## src/btr_pkg.sv

```systemverilog
// Package for the background tile row renderer: types, constants and helpers.
package btr_pkg;

    localparam int PATTERN_WORDS_DEF = 8192;
    localparam int PALETTE_ENTRIES   = 256;
    localparam int PAL_AW            = 8;
    localparam int ADDR_W            = 13;
    localparam int DATA_W            = 32;
    localparam int ATTR_W            = 16;
    localparam int ROW_W             = 4;
    localparam int POS_W             = 4;
    localparam int WRAP_STEPS        = 3;

    localparam logic [POS_W-1:0] LAST_PIX_16 = 4'd15;
    localparam logic [POS_W-1:0] LAST_PIX_8  = 4'd7;

    typedef enum logic [1:0] {
        OP_WR_PAT = 2'd0,
        OP_WR_PAL = 2'd1,
        OP_RENDER = 2'd2
    } t_op;

    typedef enum logic [1:0] {
        ST_IDLE,
        ST_FETCH,
        ST_EMIT
    } t_state;

    typedef struct packed {
        logic             pat_wr;
        logic             pal_wr;
        logic             pat_rd0;
        logic             pat_rd1;
        logic             pal_rd;
        logic             tile_is_16;
        logic [POS_W-1:0] pix;
        logic             last;
    } t_cmd;

    // Brings a word address into range by repeated subtraction of the memory depth.
    function automatic logic [ADDR_W-1:0] wrap_words(input logic [ADDR_W-1:0] addr,
                                                     input logic [ADDR_W:0]   words);
        logic [ADDR_W-1:0] r;
        r = addr;
        for (int s = 0; s < WRAP_STEPS; s++) begin
            if ({1'b0, r} >= words) begin
                r = r - words[ADDR_W-1:0];
            end
        end
        return r;
    endfunction

endpackage

```

## src/btr_ctrl.sv

```systemverilog
// Controller: transaction decode, row sequencing, pixel counter and output valid.
module btr_ctrl
    import btr_pkg::*;
(
    input  logic             i_clk,
    input  logic             i_rst_n,
    input  logic             i_in_valid,
    input  logic [1:0]       i_op,
    input  logic             i_out_stall,
    input  logic             i_cfg_valid,
    input  logic             i_tile_is_16,
    output logic             o_in_stall,
    output logic             o_out_valid,
    output logic             o_cfg_ready,
    output t_cmd             o_cmd
);

    t_state           r_state, n_state;
    logic [POS_W-1:0] r_pix, n_pix;
    logic             r_out_valid, n_out_valid;
    logic             r_tile_is_16;
    logic             in_acc;
    logic             slot_free;
    logic             pal_rd;
    logic             last;

    assign in_acc    = i_in_valid && !o_in_stall;
    assign slot_free = !r_out_valid || !i_out_stall;
    assign last      = (r_pix == (r_tile_is_16 ? LAST_PIX_16 : LAST_PIX_8));

    always_comb begin
        n_state = r_state;
        unique case (r_state)
            ST_IDLE: begin
                if (in_acc && (i_op == OP_RENDER)) begin
                    n_state = ST_FETCH;
                end
            end
            ST_FETCH: begin
                n_state = ST_EMIT;
            end
            ST_EMIT: begin
                if (slot_free && last) begin
                    n_state = ST_IDLE;
                end
            end
            default: begin
                n_state = ST_IDLE;
            end
        endcase
    end

    always_comb begin
        o_in_stall    = 1'b1;
        o_cmd.pat_wr  = 1'b0;
        o_cmd.pal_wr  = 1'b0;
        o_cmd.pat_rd0 = 1'b0;
        o_cmd.pat_rd1 = 1'b0;
        pal_rd        = 1'b0;
        unique case (r_state)
            ST_IDLE: begin
                o_in_stall    = 1'b0;
                o_cmd.pat_wr  = i_in_valid && (i_op == OP_WR_PAT);
                o_cmd.pal_wr  = i_in_valid && (i_op == OP_WR_PAL);
                o_cmd.pat_rd0 = i_in_valid && (i_op == OP_RENDER);
            end
            ST_FETCH: begin
                o_cmd.pat_rd1 = 1'b1;
            end
            ST_EMIT: begin
                pal_rd = slot_free;
            end
            default: begin
                o_in_stall = 1'b1;
            end
        endcase
        o_cmd.pal_rd     = pal_rd;
        o_cmd.tile_is_16 = r_tile_is_16;
        o_cmd.pix        = r_pix;
        o_cmd.last       = last;
    end

    always_comb begin
        n_pix = r_pix;
        if (pal_rd) begin
            n_pix = last ? '0 : r_pix + 4'd1;
        end
        n_out_valid = r_out_valid;
        if (pal_rd) begin
            n_out_valid = 1'b1;
        end else if (!i_out_stall) begin
            n_out_valid = 1'b0;
        end
    end

    always_ff @(posedge i_clk) begin
        if (!i_rst_n) begin
            r_state      <= ST_IDLE;
            r_pix        <= '0;
            r_out_valid  <= 1'b0;
            r_tile_is_16 <= 1'b1;
        end else begin
            r_state     <= n_state;
            r_pix       <= n_pix;
            r_out_valid <= n_out_valid;
            if (i_cfg_valid) begin
                r_tile_is_16 <= i_tile_is_16;
            end
        end
    end

    assign o_out_valid = r_out_valid;
    assign o_cfg_ready = 1'b1;

endmodule

```

## config.mk

```make
export PLATFORM = sky130hd
export DESIGN_NAME = btr_ctrl
export DESIGN_NICKNAME = d
export VERILOG_FILES = /design/src/btr_pkg.sv /design/src/btr_ctrl.sv
export SDC_FILE = /design/constraint.sdc
export NUM_CORES = 1
export LEC_CHECK = 0
export BUFFER_PORTS_ARGS = -buffer_cell sky130_fd_sc_hd__buf_2
export CORE_AREA = 5 5 42 44
export CTS_CLUSTER_DIAMETER = 30
export CTS_CLUSTER_SIZE = 40
export DETAILED_ROUTE_END_ITERATION = 16
export DIE_AREA = 0 0 47 49
export PLACE_DENSITY = 0.73
export SLEW_MARGIN = 10
export SYNTH_ARGS = -nofsm -noshare
export SYNTH_HDL_FRONTEND = slang
export SYNTH_SLANG_ARGS = --single-unit
```

## constraint.sdc

```tcl
create_clock -name i_clk -period 1.6 [get_ports i_clk]
set_input_delay 0.24 -clock i_clk [delete_from_list [all_inputs] [get_ports i_clk]]
set_output_delay 0.24 -clock i_clk [all_outputs]
set_load 0.02 [all_outputs]
```

# --- Word level (Yosys, flattened, before mapping) ---
# Index checks and enable logic that the tools add are counted.
word_totals:
  regBits: 8
  inputBits: 8
  output_inout_bits: 14
op_classes:
  addsub: 1
  eq_ne: 8
  muxes: 11
  n_reduce_logical: 12
ops:
  columns: ["operator", "count"]
  rows:
  - ["2-to-1 mux 4 bit", 2]
  - ["logical AND 1 bit", 6]
  - ["case mux 2 bit (3 select lines)", 1]
  - ["2-to-1 mux 1 bit", 5]
  - ["adder 4 x 1 -> 4 bit, second input constant", 1]
  - ["== test 2 x 1 -> 1 bit, second input constant", 2]
  - ["== test 2 bit, second input constant", 2]
  - ["== test 4 bit", 1]
  - ["logical NOT 2 bit", 2]
  - ["2-to-1 mux 2 bit", 2]
  - ["!= test 2 x 1 -> 1 bit, second input constant", 2]
  - ["2-to-1 mux 3 bit", 1]
  - ["logical NOT 1 bit", 2]
  - ["!= test 2 bit, second input constant", 1]
  - ["AND reduction 2 bit", 1]
  - ["logical OR 1 bit", 1]

# --- Logic depth before layout (Yosys ltp) ---
logic_depth:
  ltp_word: 5
  mapped_depth: 4

# --- Worst setup path after synthesis ---
# OpenSTA, ideal clock, no wires.
synth_timing:
  path_type: "register to output"
  from: "register r_state[1]"
  to: "output port o_cmd[9] in the netlist's numbering"
  t_arrival_ns: 1.269
  required_time_ns: 1.360
  slack_ns: 0.091
  stages_incl_launch_ff: 3
  path_buffers: 0
  cell_sequence: "dfxtp_1 -> or3b_4 -> nor3b_1"
synth_lines:
  columns: ["element", "line", "source"]
  rows:
  - ["start, declared", "btr_ctrl.sv:18", "t_state r_state, n_state;"]
  - ["start signal, assigned", "btr_ctrl.sv:103", "r_state <= n_state;"]
  - ["end, declared", "btr_ctrl.sv:15", "output t_cmd o_cmd"]

==> results.py <==
metrics = {
    "outcome": {
        "status": "finished clean",
    },
    "timing": {
        "drv_slew": 0,
        "hold_violations": 0,
        "period_share_pct": 98.47,
        "rsz0062_at_grt": "true",
        "skew_ns": 0.0002474,
        "hold_slack_ns": 0.1928,
        "layout_min_cycle_time_ns": 1.576,
        "setup_viol": 0,
        "max_freq_mhz": 634.7,
    },
    "floorplanning": {
        "fp.dieH_um": 49,
        "rows": 14,
        "core_um2": 1401,
        "pin_count": 22,
        "die_area_um2": 2303,
        "die_x_um": 47,
        "initial_core_util_pct": 32.68,
    },
    "critical_path": {
        "crit_fanout": 3,
        "slowest_delay_ns": 0.41,
        "crit_chain": "or3b_4 -> nor3b_2 -> buf_4",
        "path_class": "flop to primary output",
        "cp_slowest_cell": "or3b_4",
        "crit_family": "simple AND/OR/NAND/NOR gates",
        "critPathCaptureType": "primary output",
        "cp-start-kind": "flop",
        "crit_required_ns": 1.36,
        "crit_arrival_ns": 1.34,
        "cp_num_buf_inv": 1,
    },
    "synthesis": {
        "yosysMostFrequentCell": "dfxtp_1",
        "ys_warn_count": 0,
        "yosys.area.top_type": "dfxtp_1",
        "yosys.cell_types.count": 30,
        "synthTopCellsByCount": "dfxtp_1 (8), a21oi_1 (5), buf_4 (5)",
        "syn-mean-instance-area_um2": 8.640,
        "yosys.area.top_type_share_pct": 34.97,
        "synthCells": 53,
        "synth_edf_count": 0,
        "synth-main-ff-cell": "dfxtp_1",
        "synthTopCellsByArea": "dfxtp_1 (35%), buf_4 (8.2%), a21oi_1 (5.5%), o21ai_0 (3.3%), ha_1 (2.7%)",
        "synthesis.area_um2": 457.9,
        "synth_nets": 62,
        "ys_seq_elements": 8,
        "ys_seq_area_share_pct": 34.97,
        "async_reset_ff_share_pct": 0,
    },
    "global_route": {
        "grt_max_degree": 7,
        "grt_usage_pct": 10.53,
        "grt-ovfl-total": 0,
        "antenna_found_initial": 0,
        "grt_pass1_vias": 421,
        "grt_first_pass_wirelength_um": 1718,
    },
    "pwr": {
        "power.density_nw_per_um2": 737.2,
        "swShare_pct": 26.98,
        "p_seq_share_pct": 47.7,
        "p_int_w": 0.0003199,
        "pwr-share-clk_pct": 37.3,
        "switching_power_w": 0.0001182,
        "p_leak_nw": 0.2813,
        "combinationalPowerShare_pct": 15.0,
        "ir_drop_mv": 0.3136,
    },
    "run": {
        "maxCapViolations": 0,
    },
    "placed_design": {
        "place_inst": 84,
        "gp_congestion": 0.7529,
        "port_buffers": 20,
        "place_hpwl_um": 811.9,
    },
    "clocking": {
        "clock_latency_ns": 0.26,
        "cts_buffer_depth": 2,
        "clock-sinks": 8,
        "cts_tree": "done",
        "hold_buffers": 0,
        "cts_htree_levels": 1,
        "root_buffer": "clkbuf_4",
        "path_clk_slew_ns": 0.06,
        "cts_buffers": 3,
    },
    "worst_hold_path": {
        "hp-class": "input pin to flop",
    },
    "route": {
        "via_per_inst": 5.045,
        "drc": 0,
        "drtIter0Drc": 4,
        "routed_wl_um": 1069,
        "num_vias": 449,
        "ant_nets": 0,
        "first_pass_iters": 2,
        "routed_wire_length_per_instance_um": 12.01,
    },
    "layout": {
        "syn2layout_area_growth_pct": 29.78,
        "finalNetCount": 84,
        "drive_gt1_share_pct": 49.32,
        "insertedDiodeCount": 0,
        "fill_cells": 161,
        "multi_input_area_um2": 256.5,
        "instances_no_fill": 89,
        "ff_latch_area_um2": 163.9,
    },
}
## tightest hold or removal path, cell delays in order
cell	delay [ns]
buf_2	0.07
mux2i_1	0.06
nand2_1	0.06
## stage by stage
step,cell area (um2),setup TNS (ns),utilization (%),power [W],worst slack (ns)
floorplan,457.9,0,-,0.0002556,0.09103
global placement,540.5,0,38.57,0.0002726,0.2482
detailed placement,540.5,0,38.57,0.0002740,0.2230
CTS,588.1,0,41.96,0.0004375,0.0003411
global route,594.3,-0.08083,42.41,0.0004568,-0.04433
finish,594.3,0,42.41,0.0004381,0.02443
## repair_timing
| item | in CTS | in global routing |
|---|---|---|
| gates resized for setup | 4 | 3 |
| endpoints found under the setup margin | 2 | 4 |
| setup buffers | 2 | 0 |
| pin swaps | 2 | 2 |
## worst paths after layout
check	start	end	slack, ns	depth (start not counted)
max	r_state[0]	o_cmd[8]	0.02	3
min	i_tile_is_16	r_tile_is_16	0.19	3
max reg2reg	r_pix[1]	r_pix[2]	0.24	4
min reg2reg	r_pix[1]	r_pix[1]	0.51	2
## layout by cell type (no fill, tap or decap), drive strengths merged
master	instances
a21oi	5
a31oi	1
and2	2
and2b	2
and3	1
buf	22
clkbuf	3
clkinv	1
conb	1
dfxtp	8
ha	1
inv	2
mux2i	1
nand2	3
nand2b	1
nand3	2
nor2	3
nor3	1
nor3b	2
o2111a	1
o2111ai	1
o21ai	3
o221a	1
o31ai	1
or2	1
or3b	1
or4	1
xor2	1
## flip-flops by register name, summed over array words and instances (netlist names)
name,count
o_out_valid,1
r_pix,4
r_state,2
r_tile_is_16,1
## final cells by class
cell class | instances | area share, %
tap | 16 | 3.368
clock buffer | 3 | 3.789
timing repair buffer | 22 | 20.21
multi-input combinational | 37 | 43.16
inverter | 3 | 1.895
sequential | 8 | 27.58
## cells by family after synthesis
kind of cell | after synthesis | share of synthesized area (%)
AOI/OAI and AO/OA | 13 | 18.58
xor gates and xnor gates | 1 | 1.913
adders and majority gates | 1 | 2.732
buffers and inverters | 8 | 10.66
DFF | 8 | 34.97
muxes | 1 | 2.186
other | 1 | 0.8189
and+or+nand+nor | 20 | 28.15
## layer usage
| metal | routed length [um] | GRT usage [%] | vias up |
|---|---|---|---|
| met2 | 460 | 14.48 | 19 |
| met3 | 105 | 3.690 | 4 |
| met1 | 471 | 12.67 | 203 |
| li1 | - | - | 223 |
| met5 | 0 | 0 | - |
| met4 | 31 | 8.295 | 0 |
## power groups by stage
stage	combinational, W	sequential, W	clock (W)
floorplan	0.0000408	0.000215	0
global placement	0.0000593	0.000213	0
detailed placement	0.0000603	0.000214	0
CTS	0.0000655	0.000209	0.000163
global route	0.0000715	0.000209	0.000176
finish	0.0000659	0.000209	0.000163
No activity file was read; power rests on OpenSTA's default activity.
